**src/rtl/sso_pkg.sv**
```systemverilog
package sso_pkg;

   localparam int unsigned QW = 34;      // quotient and dividend stream width
   localparam int unsigned ACC_W = 33;

   localparam logic [16:0] ONE_Q16 = 17'd65536;
   localparam logic [17:0] THREE_Q16 = 18'd196608;
   localparam logic [30:0] RESET_ONE = 31'd65536;

   // Register indexes on the configuration port.
   localparam logic [2:0] REG_CENTER_X = 3'd0;
   localparam logic [2:0] REG_CENTER_Y = 3'd1;
   localparam logic [2:0] REG_CENTER_Z = 3'd2;
   localparam logic [2:0] REG_RAMP_START = 3'd3;
   localparam logic [2:0] REG_RAMP_END = 3'd4;
   localparam logic [2:0] REG_BOX_X = 3'd5;
   localparam logic [2:0] REG_BOX_Y = 3'd6;
   localparam logic [2:0] REG_BOX_Z = 3'd7;

   localparam logic [1:0] COMP_X = 2'd0;
   localparam logic [1:0] COMP_Y = 2'd1;
   localparam logic [1:0] COMP_Z = 2'd2;

   localparam logic [5:0] STEPS_R = 6'd16;
   localparam logic [5:0] STEPS_U = 6'd17;
   localparam logic [5:0] STEPS_MAG = 6'd34;

   typedef struct packed {
      logic signed [31:0] center_x;
      logic signed [31:0] center_y;
      logic signed [31:0] center_z;
      logic [30:0] ramp_start;
      logic [30:0] ramp_end;
      logic [30:0] box_x;
      logic [30:0] box_y;
      logic [30:0] box_z;
   } cfg_type;

   typedef enum logic [4:0] {
      OP_NONE,
      OP_LOAD,
      OP_SQX,
      OP_SQY,
      OP_SQZ,
      OP_SQRT,
      OP_RSEL,
      OP_RGET,
      OP_W1,
      OP_W2,
      OP_MCALC,
      OP_UDIV,
      OP_UGET,
      OP_MU,
      OP_MDIV,
      OP_GGET,
      OP_EMIT
   } op_type;

   typedef struct packed {
      op_type op;
      logic [1:0] comp;
   } cmd_type;

   typedef struct packed {
      logic slab_ok;
      logic hard;
      logic need_div;
      logic d_zero;
      logic m_zero;
      logic div_busy;
      logic out_free;
   } sts_type;

   typedef struct packed {
      logic start;
      logic [31:0] rem_init;
      logic [QW-1:0] stream;
      logic [31:0] divisor;
      logic [5:0] steps;
   } div_req_type;

endpackage

```
**src/rtl/sso_ctrl.sv**
```systemverilog
module sso_ctrl (
   input  logic clock,
   input  logic reset,
   input  logic req_valid,
   output logic req_ready,
   input  sso_pkg::sts_type sts,
   output sso_pkg::cmd_type cmd
);
   import sso_pkg::*;

   typedef enum logic [18:0] {
      ST_IDLE  = 19'h00001,
      ST_SQX   = 19'h00002,
      ST_SQY   = 19'h00004,
      ST_SQZ   = 19'h00008,
      ST_SQRT  = 19'h00010,
      ST_RSEL  = 19'h00020,
      ST_RWAIT = 19'h00040,
      ST_RGET  = 19'h00080,
      ST_W1    = 19'h00100,
      ST_W2    = 19'h00200,
      ST_MCALC = 19'h00400,
      ST_UDIV  = 19'h00800,
      ST_UWAIT = 19'h01000,
      ST_UGET  = 19'h02000,
      ST_MU    = 19'h04000,
      ST_MDIV  = 19'h08000,
      ST_MWAIT = 19'h10000,
      ST_GGET  = 19'h20000,
      ST_EMIT  = 19'h40000
   } state_type;

   state_type state_ff, state_in;
   logic [4:0] cnt_ff, cnt_in;
   logic [1:0] comp_ff, comp_in;

   always_comb begin
      state_in = state_ff;
      cnt_in = cnt_ff;
      comp_in = comp_ff;
      cmd.op = OP_NONE;
      cmd.comp = comp_ff;
      req_ready = 1'b0;
      unique case (state_ff)
         ST_IDLE: begin
            req_ready = 1'b1;
            if (req_valid) begin
               cmd.op = OP_LOAD;
               state_in = ST_SQX;
            end
         end
         ST_SQX: begin
            if (sts.slab_ok) begin
               cmd.op = OP_SQX;
               state_in = ST_SQY;
            end else begin
               state_in = ST_EMIT;
            end
         end
         ST_SQY: begin
            cmd.op = OP_SQY;
            state_in = ST_SQZ;
         end
         ST_SQZ: begin
            cmd.op = OP_SQZ;
            cnt_in = '0;
            state_in = ST_SQRT;
         end
         ST_SQRT: begin
            cmd.op = OP_SQRT;
            cnt_in = cnt_ff + 5'd1;
            if (cnt_ff == 5'd31) begin
               state_in = ST_RSEL;
            end
         end
         ST_RSEL: begin
            cmd.op = OP_RSEL;
            if (sts.hard) begin
               state_in = ST_EMIT;
            end else if (sts.need_div) begin
               state_in = ST_RWAIT;
            end else begin
               state_in = ST_W1;
            end
         end
         ST_RWAIT: begin
            if (!sts.div_busy) begin
               state_in = ST_RGET;
            end
         end
         ST_RGET: begin
            cmd.op = OP_RGET;
            state_in = ST_W1;
         end
         ST_W1: begin
            cmd.op = OP_W1;
            state_in = ST_W2;
         end
         ST_W2: begin
            cmd.op = OP_W2;
            state_in = ST_MCALC;
         end
         ST_MCALC: begin
            cmd.op = OP_MCALC;
            comp_in = COMP_X;
            state_in = ST_UDIV;
         end
         ST_UDIV: begin
            if (sts.m_zero || sts.d_zero) begin
               state_in = ST_EMIT;
            end else begin
               cmd.op = OP_UDIV;
               state_in = ST_UWAIT;
            end
         end
         ST_UWAIT: begin
            if (!sts.div_busy) begin
               state_in = ST_UGET;
            end
         end
         ST_UGET: begin
            cmd.op = OP_UGET;
            state_in = ST_MU;
         end
         ST_MU: begin
            cmd.op = OP_MU;
            state_in = ST_MDIV;
         end
         ST_MDIV: begin
            cmd.op = OP_MDIV;
            state_in = ST_MWAIT;
         end
         ST_MWAIT: begin
            if (!sts.div_busy) begin
               state_in = ST_GGET;
            end
         end
         ST_GGET: begin
            cmd.op = OP_GGET;
            if (comp_ff == COMP_Z) begin
               state_in = ST_EMIT;
            end else begin
               comp_in = comp_ff + 2'd1;
               state_in = ST_UDIV;
            end
         end
         ST_EMIT: begin
            if (sts.out_free) begin
               cmd.op = OP_EMIT;
               state_in = ST_IDLE;
            end
         end
         default: state_in = ST_IDLE;
      endcase
   end

   always_ff @(posedge clock) begin
      if (reset) begin
         state_ff <= ST_IDLE;
         cnt_ff <= '0;
         comp_ff <= COMP_X;
      end else begin
         state_ff <= state_in;
         cnt_ff <= cnt_in;
         comp_ff <= comp_in;
      end
   end

endmodule

```
**config.mk**
```make
export PLATFORM = sky130hd
export DESIGN_NAME = sso_ctrl
export DESIGN_NICKNAME = d
export VERILOG_FILES = /design/src/rtl/sso_pkg.sv /design/src/rtl/sso_ctrl.sv
export SDC_FILE = /design/constraint.sdc
export NUM_CORES = 1
export LEC_CHECK = 0
export BUFFER_PORTS_ARGS = -buffer_cell sky130_fd_sc_hd__buf_2
export CAP_MARGIN = 10
export CORE_AREA = 2 2 53 55
export DETAILED_ROUTE_END_ITERATION = 12
export DIE_AREA = 0 0 55 57
export PLACE_DENSITY = 0.82
export SLEW_MARGIN = 15
export SYNTH_ARGS = -nofsm -noshare
export SYNTH_HDL_FRONTEND = slang
export SYNTH_SLANG_ARGS = --single-unit
```
**constraint.sdc**
```tcl
create_clock -name clock -period 7.05 [get_ports clock]
set_input_delay 0.3525 -clock clock [delete_from_list [all_inputs] [get_ports clock]]
set_output_delay 0.3525 -clock clock [all_outputs]
set_load 0.1 [all_outputs]
```
---- Word-level counts from Yosys, hierarchy flattened ----
Index checks and enable logic that the tools add are counted.
storage, ports and cells
  flip-flop bits (word level) ............. 26
  input bits .............................. 10
  output and inout port bits .............. 8
  word-level logic and storage cells ...... 59
cells by class
  $add $sub $neg .......................... 2
  equal/unequal tests ..................... 28
  multiplexer cells ....................... 21
  reductions and logical operators ........ 5
operators by type and width
  operator              number
  $pmux 19 s19          1
  $mux 19               10
  $pmux 5 s16           1
  $eq 19x1->1 const B   1
  $eq 19x10->1 const B  1
  $eq 19x11->1 const B  1
  $eq 19x12->1 const B  1
  $eq 19x13->1 const B  1
  $eq 19x14->1 const B  1
  $eq 19x15->1 const B  1
  $eq 19x16->1 const B  1
  $eq 19x17->1 const B  1
  $eq 19x18->1 const B  1
  $eq 19x19->1 const B  1
  $eq 19x2->1 const B   1
  $eq 19x3->1 const B   1
  $eq 19x4->1 const B   1
  $eq 19x5->1 const B   1
  $eq 19x6->1 const B   1
  $eq 19x7->1 const B   1
  $eq 19x8->1 const B   1
  $eq 19x9->1 const B   1
  $ne 2x2->1 const B    7
  $pmux 5 s2            1
  14 further kinds      17

---- Logic depth before layout (Yosys ltp) ----
  depth in word-level cells ............... 3
  mapped depth ............................ 9
  depth with buffers taken out ............ 6

---- Worst setup path before layout ----
OpenSTA, ideal clock, no wires.
  path kind ............................... reg-to-output
  start ................................... register state_ff[2]
  end ..................................... output port cmd[5] in the netlist's numbering
  data arrival time ....................... 2416 ps
  slack ................................... 4282 ps
  stages on the path, launching flop included .. 7
  buffers on the path ..................... 1
  cells stage by stage .................... dfxtp_1 > buf_2 > nor4_4 > nand4_1 > or4b_1 > and3_1 > nand4_1
RTL lines
  item                    line             source
  start, declared         sso_ctrl.sv:33   state_type state_ff, state_in;
  start signal, assigned  sso_ctrl.sv:163  state_ff <= state_in;
  end, declared           sso_ctrl.sv:7    output sso_pkg::cmd_type cmd

==> summary.md <==
| Metric | Value |
|---|---|
| DRC violation count after routing | 0 |
| Area Overhead vs Synth | 9.80% |
| DR vias/cell | 6.59 |
| # port buffers | 17 |
| Tcrit/Tclk final | 0.471 |
| Synth Warn # | 0 |
| Post-synthesis sequential area ratio | 0.343 |
| Dpl hpwl | 2.91 mm |
| Netlist cell types | 49 |
| Post-synthesis mux area share | 0 |
| Ranking of synthesized cells by area | dfxtp_1 34%, nor2_1 5.9%, nor4_4 5.6% |
| Clock transition at path regs | 0.14 ns |
| Final std cells w/o fill | 223 |
| Origin of the worst setup path | state_ff[18] |
| Worst skew pair latency | around 0.32 ns |
| RSZ-0062 raised after global routing | false |
| Row cnt | 19 |
| Max-cap violations | 0 |
| Total power | 350 uW |
| Busiest grt layer | met2 |
| Post-Syn Area per Cell | about 8.6 um^2 |
| Ports | 18 |
| Flops & latches, synth | 26 |
| CP arrival | 2.97 ns |
| Detailed-route wire length | 3.79 mm |
| Placed cell count | 219 |
| DRT antenna net count | 0 |
| Max Root-Sink Buffers | 2 |
| Final Hold Violating Endpoints | 0 |
| Wirelength per Cell | 17.0 um |
| R2r setup slk | between 4 and 5 ns |
| Pins Over Slew Limit | 0 |
| Clock Sinks | 26 |
| Worst R2R Path Depth | 6 |
| FF-to-FF End | state_ff[0] |
| Setup violations, final | 0 |
| Top cells by count, synth | 26 x dfxtp_1, 24 x nor2_1, 11 x nor3_1, 9 x a21oi_1 |
| N_diodes | 0 |
| Kind of critical path | register to primary output |
| Final setup TNS | 0 ns |
| Crit Path Max Fanout | 7 |
| Required @ worst endpoint | 6.70 ns |
| Cts bufs inserted | 3 |
| Area fraction in compound gates after synthesis | 0.150 |
| GRT Util Overall | 0.271 |
| Synth Instances | 176 |
| H-tree depth | 1 |
| Ys flop type | dfxtp_1 |
| DP Worst Slack | 4.19 ns |
| Final WS setup | 3.73 ns |
| Synth Net Count | 189 |
| Adder-cell area share of the yosys netlist | 0.0247 |
| Main combinational cell family by area after synthesis | simple AND/OR/NAND/NOR gates |
| Synth top area share | 0.343 |
| Critical Path End Type | primary output |
| Aggregate global routing overflow | 0 |
| Drt pass-1 iters | 5 |
| Top-count cell post-synth | dfxtp_1 |
| Gpl congestion | 1.03 |
| Hold-fix buffers at CTS | 0 |
| Final min period | ~3.3 ns |
| Fin Clk Skew | 0.00272 ns |
| Initial Util | 0.581 |
| Post-synth ARST share | 0 |
| PostCTS Resize Cnt | 0 |
| Area leader, netlist | dfxtp_1 |
| Post-synthesis simple-gate area fraction | 0.416 |
| Hold/Removal Path Class | input port to register |
| Initial DRC Count | 69 |
| Hold slack final | 0.261 ns |
| Die Footprint | 3140 um^2 |
| CP endpoint | cmd[2] |
| Postcts setup bufs | 0 |
| Chip height | 57 um |
| Fmax | 0.301 GHz |
| IR drop worst, VDD | 221 uV |
| Pin slew with the least headroom to its limit | 0.647 ns |
| Vias in the first global route | approximately 1400 |
| DP Area | 1620 um^2 |
| Fillers | 234 |
| Post-synth EDFFs | 0 |
| P_leak | 0.657 nW |
| Util after Layout | 0.638 |
| Core Region | 2620 um^2 |
| TritonCTS clock tree | done |
| Layout Cell Area excl Fill | between 1500 and 2000 um^2 |
| Crit Reg-Reg Startpoint | state_ff[18] |
| M1 GR Usage | 0.393 |
| Total number of vias | about 1500 |
| First-pass GRT wire length | approximately 6.3 mm |
| Fin nets | around 200 |
| CTS root buf | clkbuf_4 |
| Slew headroom | 0.566 |
| Pin count of the biggest net entering global routing | 16 |
| Met2 Track Usage GR | 0.410 |
| Initial antenna violation count | 0 |
| Post-Synth XOR/XNOR Area | 0.0288 |
| CP startpoint kind | register |
| Pwr/cell area | 210 nW/um^2 |
| Die width | between 50 and 60 um |
| Status | completed |
| Layout cells sized above 1 | 0.161 |
| Grt met3 use | 0.0314 |
| Post-Syn Area | around 1500 um^2 |
## critical path, stage by stage (launching register included)
cell,delay [ns]
dfxtp_1,0.38
nor3_1,0.45
nand4_1,0.37
or4_1,0.64
o2111a_1,0.27
nand3_1,0.10
buf_2,0.43
## cells by family (layout without fill, tap and decap cells)
logic type	count (synthesis)	after routing
AO/OA/AOI/OAI	33	33
buffers and inverters	13	29
flip-flops	26	26
adder cells (fa/ha/maj)	3	3
AND/OR/NAND/NOR	96	96
XOR/XNOR	5	5
## layer usage
layer	wire length, um	vias up
li1	-	711
met1	1720	683
met2	1730	60
met3	206	15
met4	136	0
met5	0	-
## flip-flops by register name, indices dropped and copies added, names as in the netlist
name,count
comp_ff,2
state_ff,19
cnt_ff,5
## where the power goes
group | internal (mW) | switching (mW) | total (mW)
sequential | 0.150 | 0.00607 | 0.156
combinational | 0.0247 | 0.0672 | 0.0919
clock | 0.0575 | 0.0450 | 0.102
total | 0.232 | 0.118 | 0.350
## cell type report
cell class                 count  area, um^2  area share
tap                           31        38.8      0.0233
sequential                    26         520       0.312
inverter                       8        30.0      0.0180
timing repair buffer          17        85.1      0.0510
clock buffer                   3        22.5      0.0135
multi-input combinational    137         941       0.564
clock inverter                 1        30.0      0.0180
## how the worst min path moves through the flow
| stage | slack, ns | startpoint | to | cells after the start |
|---|---|---|---|---|
| after floorplan | 0.43 | reset | state_ff[13] | 1 |
| after global placement | 0.44 | cnt_ff[3] | cnt_ff[3] | 1 |
| after detailed placement | 0.47 | cnt_ff[3] | cnt_ff[3] | 1 |
| after CTS | 0.26 | sts[4] | state_ff[6] | 3 |
| after global routing | 0.27 | sts[4] | state_ff[6] | 3 |
| final | 0.26 | sts[4] | state_ff[6] | 3 |
## cells in the final DEF (no fill, tap or decap), types with 5 or more instances in the layout
master,synthesis,final
o21ai_0,7,7
buf_2,1,17
nand4_1,6,6
and3_1,5,5
nor3_1,11,11
a21oi_1,9,9
dfxtp_1,26,26
inv_1,8,8
nand3_1,8,8
nor2_1,24,24
Power figures use the tool's default switching activity.
