`config.mk`:
```
export PLATFORM = sky130hd
export DESIGN_NAME = sso_csr
export DESIGN_NICKNAME = d
export VERILOG_FILES = /design/src/rtl/sso_pkg.sv /design/src/rtl/sso_csr.sv
export SDC_FILE = /design/constraint.sdc
export NUM_CORES = 1
export LEC_CHECK = 0
export BUFFER_PORTS_ARGS = -buffer_cell sky130_fd_sc_hd__buf_2
export CORE_MARGIN = 1
export CORE_UTILIZATION = 55
export CTS_CLUSTER_SIZE = 8
export DETAILED_ROUTE_END_ITERATION = 8
export MAX_ROUTING_LAYER = met4
export PLACE_DENSITY = 0.87
export SETUP_SLACK_MARGIN = 0.1
export SYNTH_ARGS = -nofsm -noshare
export SYNTH_HDL_FRONTEND = slang
export SYNTH_SLANG_ARGS = --single-unit
```
`constraint.sdc`:
```
create_clock -name clock -period 1.8 [get_ports clock]
set_input_delay 0.09 -clock clock [delete_from_list [all_inputs] [get_ports clock]]
set_output_delay 0.09 -clock clock [all_outputs]
set_load 0.05 [all_outputs]
```
`src/rtl/sso_pkg.sv`:
```
package sso_pkg;

   localparam int unsigned QW = 34;      // quotient and dividend stream width
   localparam int unsigned ACC_W = 33;

   localparam logic [16:0] ONE_Q16 = 17'd65536;
   localparam logic [17:0] THREE_Q16 = 18'd196608;
   localparam logic [30:0] RESET_ONE = 31'd65536;

   // Register indexes on the configuration port.
   localparam logic [2:0] REG_CENTER_X = 3'd0;
   localparam logic [2:0] REG_CENTER_Y = 3'd1;
   localparam logic [2:0] REG_CENTER_Z = 3'd2;
   localparam logic [2:0] REG_RAMP_START = 3'd3;
   localparam logic [2:0] REG_RAMP_END = 3'd4;
   localparam logic [2:0] REG_BOX_X = 3'd5;
   localparam logic [2:0] REG_BOX_Y = 3'd6;
   localparam logic [2:0] REG_BOX_Z = 3'd7;

   localparam logic [1:0] COMP_X = 2'd0;
   localparam logic [1:0] COMP_Y = 2'd1;
   localparam logic [1:0] COMP_Z = 2'd2;

   localparam logic [5:0] STEPS_R = 6'd16;
   localparam logic [5:0] STEPS_U = 6'd17;
   localparam logic [5:0] STEPS_MAG = 6'd34;

   typedef struct packed {
      logic signed [31:0] center_x;
      logic signed [31:0] center_y;
      logic signed [31:0] center_z;
      logic [30:0] ramp_start;
      logic [30:0] ramp_end;
      logic [30:0] box_x;
      logic [30:0] box_y;
      logic [30:0] box_z;
   } cfg_type;

   typedef enum logic [4:0] {
      OP_NONE,
      OP_LOAD,
      OP_SQX,
      OP_SQY,
      OP_SQZ,
      OP_SQRT,
      OP_RSEL,
      OP_RGET,
      OP_W1,
      OP_W2,
      OP_MCALC,
      OP_UDIV,
      OP_UGET,
      OP_MU,
      OP_MDIV,
      OP_GGET,
      OP_EMIT
   } op_type;

   typedef struct packed {
      op_type op;
      logic [1:0] comp;
   } cmd_type;

   typedef struct packed {
      logic slab_ok;
      logic hard;
      logic need_div;
      logic d_zero;
      logic m_zero;
      logic div_busy;
      logic out_free;
   } sts_type;

   typedef struct packed {
      logic start;
      logic [31:0] rem_init;
      logic [QW-1:0] stream;
      logic [31:0] divisor;
      logic [5:0] steps;
   } div_req_type;

endpackage

```
`src/rtl/sso_csr.sv`:
```
module sso_csr (
   input  logic clock,
   input  logic reset,
   input  logic csr_psel,
   input  logic csr_penable,
   input  logic csr_pwrite,
   input  logic [4:0] csr_paddr,
   input  logic [31:0] csr_pwdata,
   output logic [31:0] csr_prdata,
   output logic csr_pready,
   output sso_pkg::cfg_type cfg
);
   import sso_pkg::*;

   cfg_type cfg_ff, cfg_in;
   logic [2:0] idx;
   logic wr;

   assign idx = csr_paddr[4:2];
   assign wr = csr_psel && csr_penable && csr_pwrite;

   always_comb begin
      cfg_in = cfg_ff;
      if (wr) begin
         unique case (idx)
            REG_CENTER_X:   cfg_in.center_x = csr_pwdata;
            REG_CENTER_Y:   cfg_in.center_y = csr_pwdata;
            REG_CENTER_Z:   cfg_in.center_z = csr_pwdata;
            REG_RAMP_START: cfg_in.ramp_start = csr_pwdata[30:0];
            REG_RAMP_END:   cfg_in.ramp_end = csr_pwdata[30:0];
            REG_BOX_X:      cfg_in.box_x = csr_pwdata[30:0];
            REG_BOX_Y:      cfg_in.box_y = csr_pwdata[30:0];
            REG_BOX_Z:      cfg_in.box_z = csr_pwdata[30:0];
            default:        cfg_in = cfg_ff;
         endcase
      end
   end

   always_comb begin
      unique case (idx)
         REG_CENTER_X:   csr_prdata = cfg_ff.center_x;
         REG_CENTER_Y:   csr_prdata = cfg_ff.center_y;
         REG_CENTER_Z:   csr_prdata = cfg_ff.center_z;
         REG_RAMP_START: csr_prdata = {1'b0, cfg_ff.ramp_start};
         REG_RAMP_END:   csr_prdata = {1'b0, cfg_ff.ramp_end};
         REG_BOX_X:      csr_prdata = {1'b0, cfg_ff.box_x};
         REG_BOX_Y:      csr_prdata = {1'b0, cfg_ff.box_y};
         REG_BOX_Z:      csr_prdata = {1'b0, cfg_ff.box_z};
         default:        csr_prdata = '0;
      endcase
   end

   always_ff @(posedge clock) begin
      if (reset) begin
         cfg_ff.center_x <= '0;
         cfg_ff.center_y <= '0;
         cfg_ff.center_z <= '0;
         cfg_ff.ramp_start <= '0;
         cfg_ff.ramp_end <= RESET_ONE;
         cfg_ff.box_x <= RESET_ONE;
         cfg_ff.box_y <= RESET_ONE;
         cfg_ff.box_z <= RESET_ONE;
      end else begin
         cfg_ff <= cfg_in;
      end
   end

   assign csr_pready = 1'b1;
   assign cfg = cfg_ff;

endmodule

```
# Word level (Yosys, flattened, before mapping)
# Cells that the tools add are included.
[totals]
elab_cells = 27
regBits = 251
latchBits = 0
out_inout_bits = 284
inputBits = 42
rom_bits = 0
n_memories = 0
ram_bits = 0
[op_classes]
eq_ne = 7
bitwise_logic = 0
shifts = 0
mul = 0
addsub = 0
n_reduce_logical = 11
n_mux = 1
div_mod_pow = 0
magnitude_cmp = 0
[ops]
columns = ["operator", "count"]
rows = [
  ["one-hot mux 32 bit (8 select lines)", 1],
  ["AND reduction 2 bit", 8],
  ["== test 3 bit (second input constant)", 4],
  ["== test 3 x 2 -> 1 bit (second input constant)", 2],
  ["== test 3 x 1 -> 1 bit (second input constant)", 1],
  ["logical NOT 3 bit", 1],
  ["logical AND 1 bit", 2],
]

# Longest topological paths before layout
# Gate-level depths: netlist (run 1).
[logic_depth]
ltp_word = 3
ltp_mapped = 7
ltp_nobuf = 4

# Least setup slack after synthesis (run 1)
# OpenSTA, ideal clock, no wires.
[synth_timing]
path_kind = "register to output"
start = "reg cfg_ff, in the netlist cfg[203]"
end = "out csr_prdata[16]"
required_ps = 1710
stages_incl_launch_ff = 5
setup_slack_ps = -85
t_arrival_ps = 1795
n_path_buf = 0
path_cell_list = "dfxtp_1 > inv_1 > a221oi_1 > a21oi_1 > a21oi_1"
[synth_between]
elab_chain_len = 1
[synth_rtl]
columns = ["element", "line_no", "source"]
rows = [
  ["from (decl)", "sso_csr.sv:15", "cfg_type cfg_ff, cfg_in;"],
  ["from (signal assigned)", "sso_csr.sv:64", "cfg_ff <= cfg_in;"],
  ["one-hot mux 32 bit (8 select lines)", "sso_csr.sv:40", "unique case (idx)"],
  ["to (decl)", "sso_csr.sv:9", "output logic [31:0] csr_prdata,"],
]
# No other way between the ends.

# Worst setup path after layout (run 1)
[layout_timing]
start = "reg cfg_ff, in the netlist cfg[98]"
end = "out csr_prdata[5]"
# The elaborated chain is that of the path after synthesis.

==> metrics.md, run 1 <==
| Metric | Value |
|---|---|
| Power share of the sequential group | 43.1% |
| Global-route wire length before repair | 64,200 µm |
| Critical-path cell list | nand2b_1 > a221oi_2 > a221oi_2 > nor2_2 > buf_6 |
| Fillcell total | 1,254 |
| HP Class | primary input to flip-flop |
| Post-synthesis area per instance | 7.52 µm² |
| CTS Buffer Depth | 3 |
| Worst Tran Pin Value | 0.932 ns |
| Switching share of total power | 25.2% |
| Clock H-tree levels | 2 |
| EDFF count, synth | 0 |
| Core ar. | 19,600 µm² |
| Hold Fails Final Rpt | 0 |
| Post-synthesis sequential area ratio | 45.5% |
| Yosys cell types | 33 |
| Top fanout value on the critical path | 3 |
| Top Ports | 326 |
| Vias per cell | 6.20 |
| Layout Nets | 1,818 |
| DRT Wirelength | 43,400 µm |
| Pwr Density | 868 nW/µm² |
| Leak | 6.15 nW |
| Min-Delay Path Depth | 6 |
| Hold Crit Start | csr_paddr[4] |
| WP data arrival | 1.69 ns |
| Reg2reg setup slack | 1.08 ns |
| Finish-stage setup viols | 0 |
| FFs w/ async S/R, synth | 0% |
| Crit Path Category | flip-flop to primary output |
| Post-synthesis cell count | 1,469 |
| Status | completed |
| Root Buffer | clkbuf_16 |
| RSZ-0062 raised after global routing | yes |
| Slowest CP cell | dfxtp_1 |
| Critical path's largest stage delay | 0.38 ns |
| Hold WS | 0.267 ns |
| Critical path endpoint category | primary output |
| Max-slew violation count | 0 |
| Gate power share | 9.9% |
| Mapped Nets | 1,511 |
| Routed len/inst | 21.2 µm |
| Critical path buffer and inverter count | 1 |
| Clock Latency Late Sink | 0.50 ns |
| FF-to-FF Start | cfg[63] |
| Placed instance area | 13,100 µm² |
| Maximum VDD drop | 0.837 mV |
| Num rows | 51 |
| Final Cycle Share | 98.7% |
| Initial Utilization | 56.4% |
| Clock power frac | 46.9% |
| Die X | 144 µm |
| Predominant post-synthesis flop cell | dfxtp_1 |
| Internal | 9.79 mW |
| Number of synthesized register bits | 251 |
| Clock skew | 0 ns |
| Fraction of layout cells with a size suffix above 1 | 32.3% |
| Most frequent CP cell | a221oi_2 |
| Largest net degree at the start of global routing | 67 |
| Antenna cells | 0 |
| Worst relative slew slack | 37.8% |
| Tmin final | 1.78 ns |
| Vias in the first global route | 12,020 |
| Mapped cell area | 11,000 µm² |
| Remaining antenna violation count | 0 |
| Clock sinks | 251 |
| Reg clk slew, reported paths | 0.05 ns |
| Global route overflow | 0 |
| YS warnings | 0 |
| Final Cell Area | 15,100 µm² |
| CTS Buf Count | 37 |
| Initial drt markers | 1,507 |
| Layout area overhead | 36.6% |
| Setup WS post-layout | 0.0226 ns |
| Die Area | 20,600 µm² |
| R2R cell count | 2 |
| CTS tree | built |
| Psw | 3.30 mW |
| DR DRC count | 0 |
| DP Wirelength | 26,300 µm |
| DIE HEIGHT | 144 µm |
| # port buffers | 322 |
| Final GP Congestion | 0.885 |
| Largest delay share family, worst path | flip-flops |
| TritonRoute pass-1 iters | 8 |
| Worst slack, placed | 0.00837 ns |
| GR Util All Layers | 42.0% |
| Worst endpoint required time | 1.71 ns |
| R2R Path End | cfg[63] |
| Number of max-cap violations | 0 |
| Largest register FFs | 251 |
| Startpoint Class | flip-flop |
| Worst Hold Endpoint | cfg[161] |
| Fmax | 0.563 GHz |
| Vias after detailed routing | 12,675 |
| Initial antenna violation count | 0 |
==> repair_timing <==
action / 4_1_cts / 5_1_grt
endpoints found under the setup margin: 31 / 31
hold buffers: 33 / 0
pin swaps: 11 / 33
buffers inserted: 1 / 9
resized for setup: 84 / 74
hold endpoints to repair: 251 / 0
==> how the worst max path moves through the flow <==
stage	slack (ns)	to	startpoint	cells past startpoint
floorplan	0.13	csr_prdata[31]	cfg[218]	4
global placement	0.08	cfg[36]	csr_paddr[4]	6
detailed placement	0.008	cfg[56]	csr_paddr[4]	6
CTS	0.04	csr_prdata[28]	cfg[59]	4
global route	-0.02	csr_prdata[5]	cfg[98]	5
finish	0.02	csr_prdata[5]	cfg[98]	5
==> synth_stat cells, types with 3 or more instances <==
master     number  area share (%)
a21oi_1       253              11
a221oi_1       55             4.4
a22o_1         29             2.3
buf_2          91             4.1
buf_4           7            0.48
clkbuf_1       55             1.9
dfxtp_1       251              46
inv_1          29            0.99
mux2i_1        33             3.0
nand2_1       509              17
nand2b_1       31             1.8
nand3b_1        5            0.34
nor2_1         62             2.1
nor2b_1         6            0.34
o22a_1          3            0.24
o2bb2ai_1      25             2.0
or2_1           3            0.17
==> cell usage in the layout, fill, tap and decap left out, types with 27 or more instances in the layout <==
cell type,count
a21oi_1,248
a221oi_2,43
a22o_1,29
buf_2,287
buf_4,55
buf_6,27
clkbuf_16,39
dfxtp_1,213
dfxtp_2,37
dlygate4sd3_1,33
inv_1,29
mux2i_1,28
nand2_1,506
nand2b_1,30
nor2_1,31
==> area by class of cell <==
class	count	area, µm²	area share [%]
clock buffers	39	976	6.47
clock inverters	2	16.3	0.108
inverters	29	109	0.722
multi-input cells	1035	5690	37.7
flip-flops and latches	251	5070	33.7
well taps	265	332	2.20
repair buffers	422	2880	19.1
==> layer usage <==
| metal | share of wire (%) | wire [µm] | vias up | track usage (%) |
|---|---|---|---|---|
| li1 | - | - | 5504 | - |
| met2 | 46 | 20100 | 1061 | 64.5 |
| met3 | 12 | 5190 | 272 | 8.80 |
| met4 | 6.4 | 2770 | 0 | 27.5 |
| met1 | 35 | 15400 | 5838 | 49.7 |
| met5 | 0 | 0 | - | - |
==> cells by family (layout without fill, tap and decap cells) <==
kind of cell           after synthesis  after routing  synth area share [%]
AO/OA/AOI/OAI                      375            375                  21.1
buffers and inverters              183            492                  7.56
flip-flops                         251            251                  45.5
multiplexers                        34             34                  3.09
other                                1              1                0.0340
AND/OR/NAND/NOR                    625            625                  22.7
==> worst reg2reg max path, cell delays in order (launching register included) <==
cell	delay [ns]
dfxtp_1	0.41
nand2_1	0.08
a21oi_1	0.16
==> stage by stage <==
stage | total power, mW | std cells | setup TNS (ns) | util, %
after floorplan | 6.52 | 1469 | 0 | -
after global placement | 6.83 | 1959 | 0 | 66.9
after detailed placement | 6.84 | 1959 | 0 | 66.9
after CTS | 13.0 | 2034 | 0 | 75.5
after global routing | 13.4 | 2043 | -0.0492 | 77.0
final | 13.1 | 2043 | 0 | 77.0
==> power groups by stage <==
stage	Clock [mW]	Sequential, mW	Combinational (mW)
finish	6.14	5.64	1.30
global route	6.37	5.64	1.35
CTS	6.14	5.64	1.22
detailed placement	0	5.75	1.09
global placement	0	5.75	1.08
floorplan	0	5.89	0.626
Note: power is estimated with default switching activity, not from simulation.
==> run 2: changes to the inputs <==
==> constraint.sdc (replaced) <==
create_clock -name clock -period 1.8 [get_ports clock]
set_input_delay 0.27 -clock clock [delete_from_list [all_inputs] [get_ports clock]]
set_output_delay 0.27 -clock clock [all_outputs]
set_load 0.05 [all_outputs]
==> metrics.md, run 2 (synthesis results as in run 1) <==
| Metric | Value |
|---|---|
| Status | complete, but fails checks |
| Failing checks | setup timing |
| CTS Buffer Depth | 3 (unchanged) |
| Placed instance area | 13,800 µm² (+5.6%) |
| Largest net degree at the start of global routing | 66 (-1.5%) |
| DRT Wirelength | 46,500 µm (+7.1%) |
| Clock H-tree levels | 2 (unchanged) |
| Global-route wire length before repair | 66,800 µm (+4.1%) |
| DP Wirelength | 27,600 µm (+5.0%) |
| CTS Buf Count | 37 (unchanged) |
| Maximum VDD drop | 0.688 mV (-18%) |
| Hold_buf cts | 0 (-100%) |
| Vias per cell | 6.27 (+1.1%) |
| Clock sinks | 251 (unchanged) |
| DIE HEIGHT | 144 µm (unchanged) |
| Reg clk slew, reported paths | 0.05 ns (about the same) |
| Final Cycle Share | 113% (+15 points) |
| Root Buffer | clkbuf_16 |
| Vias in the first global route | 12,472 (+3.8%) |
| Initial antenna violation count | 1 (+1) |
| Startpoint Class | flip-flop |
| Clock skew | 0 ns (unchanged) |
| Worst Tran Pin Value | 0.608 ns (-0.324 ns) |
| Worst slack, placed | -0.284 ns (-0.292 ns) |
| Fraction of layout cells with a size suffix above 1 | 41.0% (+8.7 points) |
| Number of max-cap violations | 0 (unchanged) |
| CTS tree | built |
| Layout area overhead | 45.1% |
| # port buffers | 322 (unchanged) |
| Vias after detailed routing | 13,161 (+3.8%) |
| DR DRC count | 0 (unchanged) |
| Die X | 144 µm (unchanged) |
| Critical path buffer and inverter count | 1 (unchanged) |
| HP Class | primary input to flip-flop |
| Initial drt markers | 1,450 (-3.8%) |
| Clock Latency Late Sink | 0.48 ns (-0.02 ns) |
| Tmin final | 2.04 ns (+0.265 ns) |
| Commonest non-fill, non-tap cell in the layout | nand2_1 |
| Pwr Density | 811 nW/µm² (-6.6%) |
| Commonest cells after routing, fill and taps aside | 508 x nand2_1, 286 x buf_2, 248 x a21oi_1 |
| Hold Fails Final Rpt | 0 (unchanged) |
| Crit Path Category | flip-flop to primary output |
| Critical-path cell list | mux2i_1 > o2bb2ai_1 > a221oi_2 > nor2_4 > buf_8 |
| Largest delay share family, worst path | compound AO/OA/AOI/OAI gates |
| Finish-stage setup viols | 30 (+30) |
| Initial Utilization | 56.4% (unchanged) |
| Core ar. | 19,600 µm² (unchanged) |
| Final Cell Area | 16,000 µm² (+6.2%) |
| WP data arrival | 1.77 ns (+0.08 ns) |
| Top Ports | 326 (unchanged) |
| Critical path endpoint category | primary output |
| Max-slew violation count | 0 (unchanged) |
| Worst relative slew slack | 59.4% (+22 points) |
| Fmax | 0.490 GHz (-13%) |
| Critical path's largest stage delay | 0.35 ns (-0.03 ns) |
| Layout Nets | 1,876 (+3.2%) |
| Largest register FFs | 251 (unchanged) |
| Slowest CP cell | a221oi_2 |
| Die Area | 20,600 µm² (unchanged) |
| Routed len/inst | 22.2 µm (+4.3%) |
| Setup WS post-layout | -0.242 ns (-0.265 ns) |
| Setup_tns | -3.40 ns (-3.40 ns) |
| Remaining antenna violation count | 0 (unchanged) |
| TritonRoute pass-1 iters | 7 (-1) |
| Num rows | 51 (unchanged) |
| Top fanout value on the critical path | 2 (-1) |
| Leak | 6.61 nW (+7.5%) |
| GR Util All Layers | 43.7% (+1.7 points) |
| Worst endpoint required time | 1.53 ns (-0.18 ns) |
| RSZ-0062 raised after global routing | yes |
| Global route overflow | 0 (unchanged) |
| Hold WS | 0.0497 ns (-0.217 ns) |
| Final GP Congestion | 0.942 (+6.4%) |
## run 2: worst reg2reg max path, stage by stage (launching register included)
cell and delay (ns):
dfxtp_2 0.34, buf_4 0.12, nand2_1 0.06, a21oi_1 0.21
## run 2: layout make-up
class                           instances  area (µm²)
Fill cell                            1137        3570
Clock buffer                           37         926
Tap cell                              265         332
Sequential cell                       251        5170
Antenna cell                            1        2.50
Clock inverter                          1        7.51
Timing Repair Buffer                  480        3580
Multi-Input combinational cell       1035        5900
Inverter                               29         109
## run 2: repair_timing
action,in CTS,in global routing
setup endpoints to repair,32,32
pin swaps,53,50
gates resized for setup,193,77
gates cloned,1,2
buffers inserted,26,23
## run 2: routing by layer
metal  wire, µm  GRT usage, %
met1      15400          48.2
met5          0             -
met2      21700          70.1
met3       6270          11.0
met4       3150          28.7
## run 2: metrics by stage
step           util, %  std cells  total power [mW]
6_report          81.8       2099              13.0
2_1_floorplan        -       1469              6.55
5_1_grt           81.8       2099              13.3
3_3_place_gp      70.7       2010              6.97
3_5_place_dp      70.7       2010              6.99
4_1_cts           79.5       2074              12.9
## run 2: report_power, final
part	total (mW)	internal (mW)	switching (mW)
clock	5.87	3.59	2.28
sequential	5.65	5.61	0.0368
combinational	1.47	0.494	0.972
## run 2: final timing paths
check | endpoint | cells after the start | startpoint | slack [ns]
max | csr_prdata[12] | 5 | cfg[136] | -0.24
min | cfg[250] | 3 | csr_pwdata[31] | 0.05
max reg2reg | cfg[218] | 3 | cfg[218] | 0.98
min reg2reg | cfg[131] | 2 | cfg[131] | 0.46
